File: config.mk
export PLATFORM = sky130hd
export DESIGN_NAME = bezier_curve_flattener_flat
export DESIGN_NICKNAME = d
export VERILOG_FILES = /design/src/design/bcf_pkg.sv /design/src/design/bcf_curve_if.sv /design/src/design/bcf_point_if.sv /design/src/design/bcf_mac.sv /design/src/design/bezier_curve_flattener.sv /design/src/flat_wrapper.sv
export SDC_FILE = /design/constraint.sdc
export NUM_CORES = 2
export LEC_CHECK = 0
export ABC_AREA = 1
export BUFFER_PORTS_ARGS = -buffer_cell sky130_fd_sc_hd__buf_2
export CAP_MARGIN = 20
export CORE_MARGIN = 5
export CORE_UTILIZATION = 25
export DETAILED_ROUTE_END_ITERATION = 6
export PLACE_DENSITY = 0.47
export SETUP_SLACK_MARGIN = 0.5
export SYNTH_ARGS = -nofsm -noshare
export SYNTH_HDL_FRONTEND = slang
export SYNTH_SLANG_ARGS = --single-unit
File: constraint.sdc
create_clock -name clk -period 6 [get_ports clk]
set_input_delay 0.3 -clock clk [delete_from_list [all_inputs] [get_ports clk]]
set_output_delay 0.3 -clock clk [all_outputs]
set_load 0.03 [all_outputs]
File: src/design/bcf_pkg.sv
`timescale 1ns / 1ps
`default_nettype none

package bcf_pkg;

	localparam int COORD_W = 16;
	localparam int SEG_W   = 6;
	localparam int W_W     = 49;   // bernstein weight, up to 2^48
	localparam int SQ_W    = 33;   // u*u or t*t, up to 2^32
	localparam int MA_W    = 33;
	localparam int MB_W    = 17;
	localparam int PROD_W  = MA_W + MB_W;
	localparam int ACC_W   = 64;
	localparam int HI_LSB  = 33;   // weights are fed to the multiplier in two slices

	localparam logic [COORD_W-1:0] BIAS = 16'h8000;
	localparam logic [4:0] DIV_TOP = 5'd17;   // dividend is 2^17
	localparam logic [ACC_W-1:0] RND_QUAD  = 64'h0000_0000_8000_0000;
	localparam logic [ACC_W-1:0] RND_CUBIC = 64'h0000_8000_0000_0000;

	localparam logic KIND_WGT = 1'b0;
	localparam logic KIND_ACC = 1'b1;

	localparam logic [2:0] DST_W0  = 3'd0;
	localparam logic [2:0] DST_W1  = 3'd1;
	localparam logic [2:0] DST_W2  = 3'd2;
	localparam logic [2:0] DST_W3  = 3'd3;
	localparam logic [2:0] DST_SQU = 3'd4;
	localparam logic [2:0] DST_SQT = 3'd5;

	localparam logic [1:0] SC_X1 = 2'd0;
	localparam logic [1:0] SC_X2 = 2'd1;
	localparam logic [1:0] SC_X3 = 2'd2;

	typedef struct packed {
		logic                      curve_degree;
		logic signed [COORD_W-1:0] start_x;
		logic signed [COORD_W-1:0] start_y;
		logic signed [COORD_W-1:0] ctrl1_x;
		logic signed [COORD_W-1:0] ctrl1_y;
		logic signed [COORD_W-1:0] ctrl2_x;
		logic signed [COORD_W-1:0] ctrl2_y;
		logic signed [COORD_W-1:0] end_x;
		logic signed [COORD_W-1:0] end_y;
		logic [SEG_W-1:0]          segments;
	} curve_t;

	typedef struct packed {
		logic signed [COORD_W-1:0] point_x;
		logic signed [COORD_W-1:0] point_y;
		logic                      last_point;
	} point_t;

	typedef struct packed {
		logic       valid;
		logic       kind;
		logic [2:0] dest;
		logic [1:0] scale;
		logic       hi;
		logic       first;
		logic       last;
		logic       coord;
		logic       cubic;
	} mac_op_t;

	typedef struct packed {
		logic           valid;
		logic [2:0]     dest;
		logic [W_W-1:0] value;
	} wgt_wr_t;

	typedef struct packed {
		logic               valid;
		logic               coord;
		logic [COORD_W-1:0] value;
	} res_wr_t;

endpackage

`default_nettype wire

File: src/design/bcf_curve_if.sv
`timescale 1ns / 1ps
`default_nettype none

interface bcf_curve_if import bcf_pkg::*; ();
	logic   valid;
	logic   ready;
	curve_t data;

	modport source (output valid, output data, input ready);
	modport sink (input valid, input data, output ready);
endinterface

`default_nettype wire

File: src/design/bcf_point_if.sv
`timescale 1ns / 1ps
`default_nettype none

interface bcf_point_if import bcf_pkg::*; ();
	logic   valid;
	logic   ready;
	point_t data;

	modport source (output valid, output data, input ready);
	modport sink (input valid, input data, output ready);
endinterface

`default_nettype wire

File: src/design/bcf_mac.sv
`timescale 1ns / 1ps
`default_nettype none

module bcf_mac import bcf_pkg::*; (
	input  wire logic            clk,
	input  wire logic            arst_n,
	input  wire mac_op_t         op,
	input  wire logic [MA_W-1:0] a,
	input  wire logic [MB_W-1:0] b,
	output      wgt_wr_t         wgt_wr,
	output      res_wr_t         res_wr
);

	mac_op_t             op_s1;
	logic [PROD_W-1:0]   prod_s1;
	logic [ACC_W-1:0]    acc_q;
	logic [PROD_W+1:0]   scaled;
	logic [ACC_W-1:0]    term;
	logic [ACC_W-1:0]    base;
	logic [ACC_W-1:0]    sum;

	always_ff @(posedge clk or negedge arst_n) begin
		if (!arst_n) begin
			op_s1 <= '0;
		end else begin
			op_s1 <= op;
		end
	end

	always_ff @(posedge clk) begin
		prod_s1 <= PROD_W'(a) * PROD_W'(b);
	end

	always_comb begin
		unique case (op_s1.scale)
			SC_X2:   scaled = {1'b0, prod_s1, 1'b0};
			SC_X3:   scaled = {2'b00, prod_s1} + {1'b0, prod_s1, 1'b0};
			default: scaled = {2'b00, prod_s1};
		endcase
	end

	// high weight slice carries weight bits 48:33, so its product is shifted back up
	assign term = op_s1.hi ? {prod_s1[ACC_W-HI_LSB-1:0], {HI_LSB{1'b0}}}
		: {{(ACC_W-PROD_W){1'b0}}, prod_s1};
	assign base = op_s1.first ? (op_s1.cubic ? RND_CUBIC : RND_QUAD) : acc_q;
	assign sum  = base + term;

	always_ff @(posedge clk) begin
		if (op_s1.valid && op_s1.kind == KIND_ACC) begin
			acc_q <= sum;
		end
	end

	assign wgt_wr.valid = op_s1.valid && op_s1.kind == KIND_WGT;
	assign wgt_wr.dest  = op_s1.dest;
	assign wgt_wr.value = scaled[W_W-1:0];

	assign res_wr.valid = op_s1.valid && op_s1.kind == KIND_ACC && op_s1.last;
	assign res_wr.coord = op_s1.coord;
	assign res_wr.value = op_s1.cubic ? sum[63:48] : sum[47:32];

endmodule

`default_nettype wire

File: src/design/bezier_curve_flattener.sv
// channel  dir  handshake     payload
// curve    in   valid/ready   curve_t: degree, start, ctrl1, ctrl2, end, segments
// point    out  valid/ready   point_t: point_x, point_y, last_point
//
// one curve of n segments starts with a divide for the t step, then for each
// point runs the weight products and two coordinate sums on one shared 33x17
// multiplier plus a drain state and an output load state. curve.ready is
// high only when idle. reset clears the sequencer and the output valid. a
// stalled point output holds the sequencer until the point is taken.
`timescale 1ns / 1ps
`default_nettype none

module bezier_curve_flattener import bcf_pkg::*; #(
	parameter int MAX_SEGMENTS = 63,
	parameter int COORD_WIDTH  = 16
) (
	input wire logic  clk,
	input wire logic  arst_n,
	bcf_curve_if.sink   curve,
	bcf_point_if.source point
);

	localparam logic [2:0] ST_IDLE  = 3'd0;
	localparam logic [2:0] ST_DIV   = 3'd1;
	localparam logic [2:0] ST_WGT   = 3'd2;
	localparam logic [2:0] ST_ACC   = 3'd3;
	localparam logic [2:0] ST_DRAIN = 3'd4;
	localparam logic [2:0] ST_EMIT  = 3'd5;
	localparam logic [2:0] ST_LAST  = 3'd6;

	localparam logic [SEG_W-1:0] SEG_MAX = SEG_W'(MAX_SEGMENTS);
	localparam longint SAT_HI = (64'sd1 <<< (COORD_WIDTH - 1)) - 64'sd1;
	localparam longint SAT_LO = -SAT_HI - 64'sd1;

	function automatic logic [COORD_W-1:0] sat_coord(input logic [COORD_W-1:0] biased);
		logic signed [COORD_W-1:0] v;
		longint                    w;
		v = $signed(biased ^ BIAS);
		w = longint'(v);
		if (w > SAT_HI) w = SAT_HI;
		if (w < SAT_LO) w = SAT_LO;
		return COORD_W'(w);
	endfunction

	logic [2:0]         state_q;
	logic               cubic_q;
	logic [SEG_W-1:0]   n_q;
	logic [SEG_W:0]     d_q;
	logic [SEG_W-1:0]   idx_q;
	logic [4:0]         div_cnt_q;
	logic [SEG_W:0]     rem_q;
	logic [17:0]        quo_q;
	logic [16:0]        tq_q;
	logic [SEG_W:0]     tr_q;
	logic [2:0]         step_q;
	logic [1:0]         k_q;
	logic               c_q;
	logic               h_q;
	logic               out_valid_q;
	point_t             out_data_q;

	logic [COORD_W-1:0] pts_q [8];
	logic [W_W-1:0]     w_q [4];
	logic [SQ_W-1:0]    squ_q;
	logic [SQ_W-1:0]    sqt_q;
	logic [COORD_W-1:0] res_x_q;
	logic [COORD_W-1:0] res_y_q;

	logic               accept;
	logic               out_free;
	logic [SEG_W-1:0]   n_in;
	logic [SEG_W-1:0]   n_c;
	logic [15:0]        t_w;
	logic [16:0]        u_w;
	logic [1:0]         kmax;
	logic [2:0]         wlast;
	logic [SEG_W+1:0]   rem_sh;
	logic               div_ge;
	logic [SEG_W:0]     rem_next;
	logic [SEG_W+1:0]   tr_sum;
	logic               tr_ge;
	logic [SEG_W:0]     tr_next;
	logic [16:0]        tq_next;
	logic [W_W-1:0]     wsel;
	logic [COORD_W-1:0] psel;

	mac_op_t            op;
	logic [MA_W-1:0]    op_a;
	logic [MB_W-1:0]    op_b;
	wgt_wr_t            wgt_wr;
	res_wr_t            res_wr;

	assign curve.ready = state_q == ST_IDLE;
	assign accept      = curve.valid && curve.ready;
	assign out_free    = !out_valid_q || point.ready;
	assign point.valid = out_valid_q;
	assign point.data  = out_data_q;

	assign n_in = (curve.data.segments == '0) ? SEG_W'(1) : curve.data.segments;
	assign n_c  = (n_in > SEG_MAX) ? SEG_MAX : n_in;

	assign t_w   = tq_q[15:0];
	assign u_w   = 17'h10000 - {1'b0, t_w};
	assign kmax  = cubic_q ? 2'd3 : 2'd2;
	assign wlast = cubic_q ? 3'd5 : 3'd2;

	// restoring divide of 2^17 by 2n, one quotient bit a cycle
	assign rem_sh   = {rem_q, div_cnt_q == DIV_TOP};
	assign div_ge   = rem_sh >= {1'b0, d_q};
	assign rem_next = div_ge ? (SEG_W+1)'(rem_sh - {1'b0, d_q}) : rem_sh[SEG_W:0];

	// t advances by 2^17 / 2n with the remainder carried exactly
	assign tr_sum  = {1'b0, tr_q} + {1'b0, rem_q};
	assign tr_ge   = tr_sum >= {1'b0, d_q};
	assign tr_next = tr_ge ? (SEG_W+1)'(tr_sum - {1'b0, d_q}) : tr_sum[SEG_W:0];
	assign tq_next = tq_q + quo_q[16:0] + {16'b0, tr_ge};

	assign wsel = w_q[k_q];
	assign psel = pts_q[{k_q, c_q}];

	always_comb begin
		op       = '0;
		op.cubic = cubic_q;
		op_a     = '0;
		op_b     = '0;
		if (state_q == ST_WGT) begin
			op.valid = 1'b1;
			op.kind  = KIND_WGT;
			op.scale = SC_X1;
			if (cubic_q) begin
				case (step_q)
					3'd0: begin
						op_a = {16'b0, u_w}; op_b = u_w; op.dest = DST_SQU;
					end
					3'd1: begin
						op_a = {17'b0, t_w}; op_b = {1'b0, t_w}; op.dest = DST_SQT;
					end
					3'd2: begin
						op_a = squ_q; op_b = u_w; op.dest = DST_W0;
					end
					3'd3: begin
						op_a = squ_q; op_b = {1'b0, t_w}; op.dest = DST_W1; op.scale = SC_X3;
					end
					3'd4: begin
						op_a = sqt_q; op_b = u_w; op.dest = DST_W2; op.scale = SC_X3;
					end
					default: begin
						op_a = sqt_q; op_b = {1'b0, t_w}; op.dest = DST_W3;
					end
				endcase
			end else begin
				case (step_q)
					3'd0: begin
						op_a = {16'b0, u_w}; op_b = u_w; op.dest = DST_W0;
					end
					3'd1: begin
						op_a = {16'b0, u_w}; op_b = {1'b0, t_w}; op.dest = DST_W1;
						op.scale = SC_X2;
					end
					default: begin
						op_a = {17'b0, t_w}; op_b = {1'b0, t_w}; op.dest = DST_W2;
					end
				endcase
			end
		end else if (state_q == ST_ACC) begin
			op.valid = 1'b1;
			op.kind  = KIND_ACC;
			op.hi    = h_q;
			op.first = (k_q == 2'd0) && !h_q;
			op.last  = (k_q == kmax) && h_q;
			op.coord = c_q;
			op_a     = h_q ? {17'b0, wsel[W_W-1:HI_LSB]} : wsel[HI_LSB-1:0];
			op_b     = {1'b0, psel};
		end
	end

	bcf_mac u_mac (
		.clk    (clk),
		.arst_n (arst_n),
		.op     (op),
		.a      (op_a),
		.b      (op_b),
		.wgt_wr (wgt_wr),
		.res_wr (res_wr)
	);

	always_ff @(posedge clk or negedge arst_n) begin
		if (!arst_n) begin
			state_q     <= ST_IDLE;
			cubic_q     <= 1'b0;
			n_q         <= '0;
			d_q         <= '0;
			idx_q       <= '0;
			div_cnt_q   <= '0;
			step_q      <= '0;
			k_q         <= '0;
			c_q         <= 1'b0;
			h_q         <= 1'b0;
			out_valid_q <= 1'b0;
		end else begin
			if ((state_q == ST_EMIT || state_q == ST_LAST) && out_free) begin
				out_valid_q <= 1'b1;
			end else if (point.ready) begin
				out_valid_q <= 1'b0;
			end
			unique case (state_q)
				ST_IDLE: begin
					if (accept) begin
						cubic_q   <= curve.data.curve_degree;
						n_q       <= n_c;
						d_q       <= {n_c, 1'b0};
						idx_q     <= '0;
						div_cnt_q <= DIV_TOP;
						state_q   <= ST_DIV;
					end
				end
				ST_DIV: begin
					if (div_cnt_q == '0) begin
						step_q  <= '0;
						state_q <= ST_WGT;
					end else begin
						div_cnt_q <= div_cnt_q - 5'd1;
					end
				end
				ST_WGT: begin
					if (step_q == wlast) begin
						k_q     <= '0;
						c_q     <= 1'b0;
						h_q     <= 1'b0;
						state_q <= ST_ACC;
					end else begin
						step_q <= step_q + 3'd1;
					end
				end
				ST_ACC: begin
					if (!h_q) begin
						h_q <= 1'b1;
					end else begin
						h_q <= 1'b0;
						if (k_q == kmax) begin
							k_q <= '0;
							if (c_q) begin
								state_q <= ST_DRAIN;
							end else begin
								c_q <= 1'b1;
							end
						end else begin
							k_q <= k_q + 2'd1;
						end
					end
				end
				// last y product is still in the multiplier register
				ST_DRAIN: begin
					state_q <= ST_EMIT;
				end
				ST_EMIT: begin
					if (out_free) begin
						if (idx_q == n_q - SEG_W'(1)) begin
							state_q <= ST_LAST;
						end else begin
							idx_q   <= idx_q + SEG_W'(1);
							step_q  <= '0;
							state_q <= ST_WGT;
						end
					end
				end
				ST_LAST: begin
					if (out_free) begin
						state_q <= ST_IDLE;
					end
				end
				default: begin
					state_q <= ST_IDLE;
				end
			endcase
		end
	end

	always_ff @(posedge clk) begin
		if (accept) begin
			pts_q[0] <= curve.data.start_x ^ BIAS;
			pts_q[1] <= curve.data.start_y ^ BIAS;
			pts_q[2] <= curve.data.ctrl1_x ^ BIAS;
			pts_q[3] <= curve.data.ctrl1_y ^ BIAS;
			// quadratic puts the end point in the third weight slot
			pts_q[4] <= (curve.data.curve_degree ? curve.data.ctrl2_x : curve.data.end_x) ^ BIAS;
			pts_q[5] <= (curve.data.curve_degree ? curve.data.ctrl2_y : curve.data.end_y) ^ BIAS;
			pts_q[6] <= curve.data.end_x ^ BIAS;
			pts_q[7] <= curve.data.end_y ^ BIAS;
			rem_q    <= '0;
			quo_q    <= '0;
			tq_q     <= '0;
			tr_q     <= {1'b0, n_c};
		end
		if (state_q == ST_DIV) begin
			rem_q <= rem_next;
			quo_q <= {quo_q[16:0], div_ge};
		end
		if (state_q == ST_EMIT && out_free) begin
			out_data_q.point_x    <= sat_coord(res_x_q);
			out_data_q.point_y    <= sat_coord(res_y_q);
			out_data_q.last_point <= 1'b0;
			tq_q                  <= tq_next;
			tr_q                  <= tr_next;
		end
		if (state_q == ST_LAST && out_free) begin
			out_data_q.point_x    <= sat_coord(pts_q[6]);
			out_data_q.point_y    <= sat_coord(pts_q[7]);
			out_data_q.last_point <= 1'b1;
		end
		if (wgt_wr.valid) begin
			if (wgt_wr.dest == DST_SQU) begin
				squ_q <= wgt_wr.value[SQ_W-1:0];
			end else if (wgt_wr.dest == DST_SQT) begin
				sqt_q <= wgt_wr.value[SQ_W-1:0];
			end else begin
				w_q[wgt_wr.dest[1:0]] <= wgt_wr.value;
			end
		end
		if (res_wr.valid) begin
			if (res_wr.coord) begin
				res_y_q <= res_wr.value;
			end else begin
				res_x_q <= res_wr.value;
			end
		end
	end

endmodule

`default_nettype wire
File: src/flat_wrapper.sv
// flat-port wrapper written by rule: the top's interface ports become plain ports
module bezier_curve_flattener_flat import bcf_pkg::*;
#(
	parameter int MAX_SEGMENTS = 63,
	parameter int COORD_WIDTH  = 16
)
  (clk, arst_n, curve_valid, curve_data, curve_ready, point_valid, point_data, point_ready);
  bcf_curve_if curve_i ();
  bcf_point_if point_i ();
  input wire logic clk;
  input wire logic arst_n;
  input wire logic [$bits(curve_i.valid)-1:0] curve_valid;
  input wire logic [$bits(curve_i.data)-1:0] curve_data;
  output wire logic [$bits(curve_i.ready)-1:0] curve_ready;
  output wire logic [$bits(point_i.valid)-1:0] point_valid;
  output wire logic [$bits(point_i.data)-1:0] point_data;
  input wire logic [$bits(point_i.ready)-1:0] point_ready;
  assign curve_i.valid = curve_valid;
  assign curve_i.data = curve_data;
  assign curve_ready = curve_i.ready;
  assign point_valid = point_i.valid;
  assign point_data = point_i.data;
  assign point_i.ready = point_ready;
  bezier_curve_flattener #(.MAX_SEGMENTS(MAX_SEGMENTS), .COORD_WIDTH(COORD_WIDTH)) u_core (.clk(clk), .arst_n(arst_n), .curve(curve_i), .point(point_i));
endmodule
==> results by group <==
GRT
  • Number of global-route vias before repair: 53500
  • Wire length of the first global-routing pass: 347000 um
  • Number of antenna violations at the first check in global routing: 5
  • Remaining global-route overflow: 0
  • Pin count of the biggest net entering global routing: 82
  • Global router's overall resource usage: 0.188

Placement
  • Gpl congestion: 0.952
  • # port buffers: 173
  • Total placed cells including tap cells: 11000
  • Placement Setup Slack: -1280 ps
  • Placed wire-length estimate after detailed placement: 188000 um

Yosys
  • Synth Warn #: 0
  • Syn Area/Cell: 7.91 um^2
  • Post-synthesis async set-or-reset flop share: 0.0625
  • Yosys reg bits: 656
  • Post-Syn Instances: 7359
  • Number of enable-type register cells in the synthesized netlist: 564
  • Ys flop type: sky130_fd_sc_hd__edfxtp_1
  • Share of the yosys chip area belonging to registers: 0.326
  • Count of unique library cells instantiated by Yosys: 69
  • Cell area after technology mapping: 0.0582 mm^2
  • Net count of the mapped netlist: 8249

Worst setup path
  • CP Max Fanout: 5
  • Sort of element at the start of the critical path: register
  • Data arrival time of the critical path: 7620 ps
  • Sort of element at the end of the critical path: register
  • Required time at the endpoint of the critical path: 6590 ps
  • Slowest cell on the critical path: sky130_fd_sc_hd__fa_2
  • Delay of the slowest cell on the worst path: 630 ps
  • Start-to-end type of the worst setup path: register to register

Routing
  • Routed Antenna Nets: 0
  • DRC violations left: 2
  • Final WL: 238000 um
  • Average via count per standard cell: 4.64
  • Detailed Routing Iterations Pass 1: 7
  • Routed length per instance: 20.7 um
  • Vias after detailed routing: 53200
  • Count of routing violations after the opening detailed-route iteration: 4211

CTS
  • Number of levels in the clock H-tree: 3
  • Clock transition at path regs: 70 ps
  • Clock tree from TritonCTS: built
  • Largest buffer count on any clock path: 3
  • Clock net sink count: 656
  • Number of CTS-inserted buffers: 78
  • Worst skew pair latency: 710 ps
  • Clk root buf: sky130_fd_sc_hd__clkbuf_16

Floorplan
  • Effective utilization at floorplan: 0.251
  • Core Footprint: 0.232 mm^2
  • I/O Pins: 174
  • Chip Height: 493 um
  • Die width: 493 um
  • Std-Cell Rows: 177
  • Die area: 0.243 mm^2

Layout
  • Proportion of layout cells with a drive suffix above 1: 0.216
  • Number of nets in the layout: 9256
  • Synthesis-to-layout area growth: 31.5%
  • Util after Layout: 0.330
  • Finished Layout Cells: 11500

Outcome
  • Failing checks: DRC, setup timing
  • Run status: finished with violations

Timing
  • Fin worst setup slack: -1030 ps
  • Count of final hold-check violations: 0
  • Shortest clock period the worst path allows after layout: 7030 ps
  • Max Fclk: 142 MHz
  • Least-Margin Pin Slew: 1410 ps
  • Setup violations, final: 41
  • Final period utilization: 1.17
  • RSZ-0062 raised after global routing: true
  • Post-Route Setup TNS: -34540 ps
  • Clock skew: 45.8 ps
  • Relative slew margins: 0.0612
  • Final Max Slew Viols: 0

Worst hold path
  • Min-Delay Path Class: input port to register

Job
  • Count of max-cap constraint violations: 0
-- cells in the mapped netlist (13+ instances only) --
master | number | share of area
sky130_fd_sc_hd__clkbuf_1 | 70 | 0.0045
sky130_fd_sc_hd__nand2_1 | 1876 | 0.12
sky130_fd_sc_hd__nor2_1 | 772 | 0.050
sky130_fd_sc_hd__inv_1 | 1406 | 0.091
sky130_fd_sc_hd__buf_2 | 95 | 0.0082
sky130_fd_sc_hd__nand3_1 | 333 | 0.029
sky130_fd_sc_hd__buf_6 | 17 | 0.0033
sky130_fd_sc_hd__a22oi_1 | 28 | 0.0036
sky130_fd_sc_hd__dfrtp_1 | 41 | 0.018
sky130_fd_sc_hd__a32o_1 | 15 | 0.0026
sky130_fd_sc_hd__o21bai_1 | 23 | 0.0030
sky130_fd_sc_hd__a221o_1 | 16 | 0.0027
sky130_fd_sc_hd__nor3_1 | 48 | 0.0041
sky130_fd_sc_hd__o211ai_1 | 39 | 0.0050
sky130_fd_sc_hd__xnor2_1 | 26 | 0.0039
sky130_fd_sc_hd__nand3_2 | 16 | 0.0027
sky130_fd_sc_hd__dfxtp_1 | 51 | 0.018
sky130_fd_sc_hd__nand2_2 | 13 | 0.0014
sky130_fd_sc_hd__o21ai_0 | 349 | 0.030
sky130_fd_sc_hd__a21oi_1 | 384 | 0.033
sky130_fd_sc_hd__buf_4 | 45 | 0.0058
sky130_fd_sc_hd__edfxtp_1 | 564 | 0.29
sky130_fd_sc_hd__nand4_1 | 41 | 0.0044
sky130_fd_sc_hd__and2_1 | 30 | 0.0032
sky130_fd_sc_hd__ha_1 | 280 | 0.060
sky130_fd_sc_hd__o22ai_1 | 57 | 0.0061
sky130_fd_sc_hd__xor2_1 | 71 | 0.011
sky130_fd_sc_hd__fa_1 | 471 | 0.16
sky130_fd_sc_hd__inv_2 | 41 | 0.0026
-- per-stage QoR --
stage               area, um^2  hold WS, ps
floorplan                59200         4.41
finish                   76600         59.0
CTS                      73900         22.6
global route             76600         75.3
detailed placement       68800          473
global placement         68800          478
-- cell usage in the layout, fill, tap and decap left out, drive strengths merged, types with 7 or more instances in the layout --
cell	synthesis	layout
xnor2	26	26
dfrtp	41	41
buf	160	1003
nor2	794	794
o211ai	40	40
a21oi	387	387
dlygate4sd3	0	134
o221ai	8	8
and2	30	30
xor2	71	71
nand4	42	42
a221oi	9	9
a22oi	28	28
nand2	1894	1894
edfxtp	564	564
ha	280	280
clkinv	1	20
nand3	351	351
o21ai	354	354
nand3b	10	10
a21o	12	12
o21bai	23	23
nor4	7	7
or2	10	10
fa	471	471
nor3	50	50
o22ai	57	57
clkbuf	72	132
dfxtp	51	51
a32o	15	15
inv	1449	1456
a221o	16	16
-- flip-flops by register name (all words and copies together), names as in the netlist, 7 cells and up --
register              cells
u_core.point.data        33
u_core.pts_q            128
u_core.quo_q             16
u_core.rem_q              7
u_core.res_x_q           16
u_core.res_y_q           16
u_core.sqt_q             33
u_core.squ_q             33
u_core.tq_q              16
u_core.tr_q               7
u_core.u_mac.acc_q       64
u_core.u_mac.op_s1        8
u_core.u_mac.prod_s1     50
u_core.w_q              196
-- kinds of logic after synthesis --
| group | Yosys count | synth area share |
|---|---|---|
| simple gates | 3192 | 0.225 |
| buf+inv | 1682 | 0.116 |
| compound gates | 980 | 0.0962 |
| fa+ha+maj | 751 | 0.222 |
| flops | 656 | 0.326 |
| xor+xnor | 98 | 0.0150 |
-- area by class of cell --
type                    instances  area (um^2)
diodes                          3         7.51
clock buffers                 113         2150
clock inverters                32          382
fillers                     24300       156000
inverters                    1450         5540
multi-input cells            5021        35300
flip-flops and latches        656        19000
well taps                    3043         3810
repair buffers               1157        10400
repair inverters                2         22.5
-- final timing paths --
kind	slack, ps	endpoint	depth (start not counted)	start
setup / recovery	-1030	u_core.u_mac.prod_s1[37]	31	u_core.k_q[0]
min in group asynchronous	300	u_core.point.valid	3	arst_n
setup reg to reg	-1030	u_core.u_mac.prod_s1[37]	31	u_core.k_q[0]
hold / removal	60	u_core.n_q[0]	5	curve_data[0]
max in group asynchronous	5120	u_core.k_q[0]	3	arst_n
hold reg to reg	480	u_core.point.data[0]	2	u_core.point.data[0]
-- layer usage --
metal,track usage,up-vias,part of all wire
li1,-,25300,-
met1,0.259,26100,0.45
met2,0.309,1517,0.46
met3,0.0203,365,0.047
met4,0.0611,2,0.040
met5,0,-,0.000055
-- what timing repair did --
action                     4_1_cts  5_1_grt
buffers inserted                35       83
setup endpoints to repair       43       48
hold endpoints to repair       179        0
hold buffers                   134        0
gates cloned                     5       22
resized for setup              217      426
pin swaps                       54      214
-- worst max-delay path, delay by kind of cell (launching register included) --
family                   cells  cell delay, ps
flip-flops                   1             520
AO/OA/AOI/OAI                3             560
buffers and inverters       12            1200
XOR/XNOR                     1             180
adder cells (fa/ha/maj)      7            3600
AND/OR/NAND/NOR              8             850
Power is left out: the tool's default activity adds up to more than one toggle a clock period on the data nets, which glitch-free logic cannot reach.
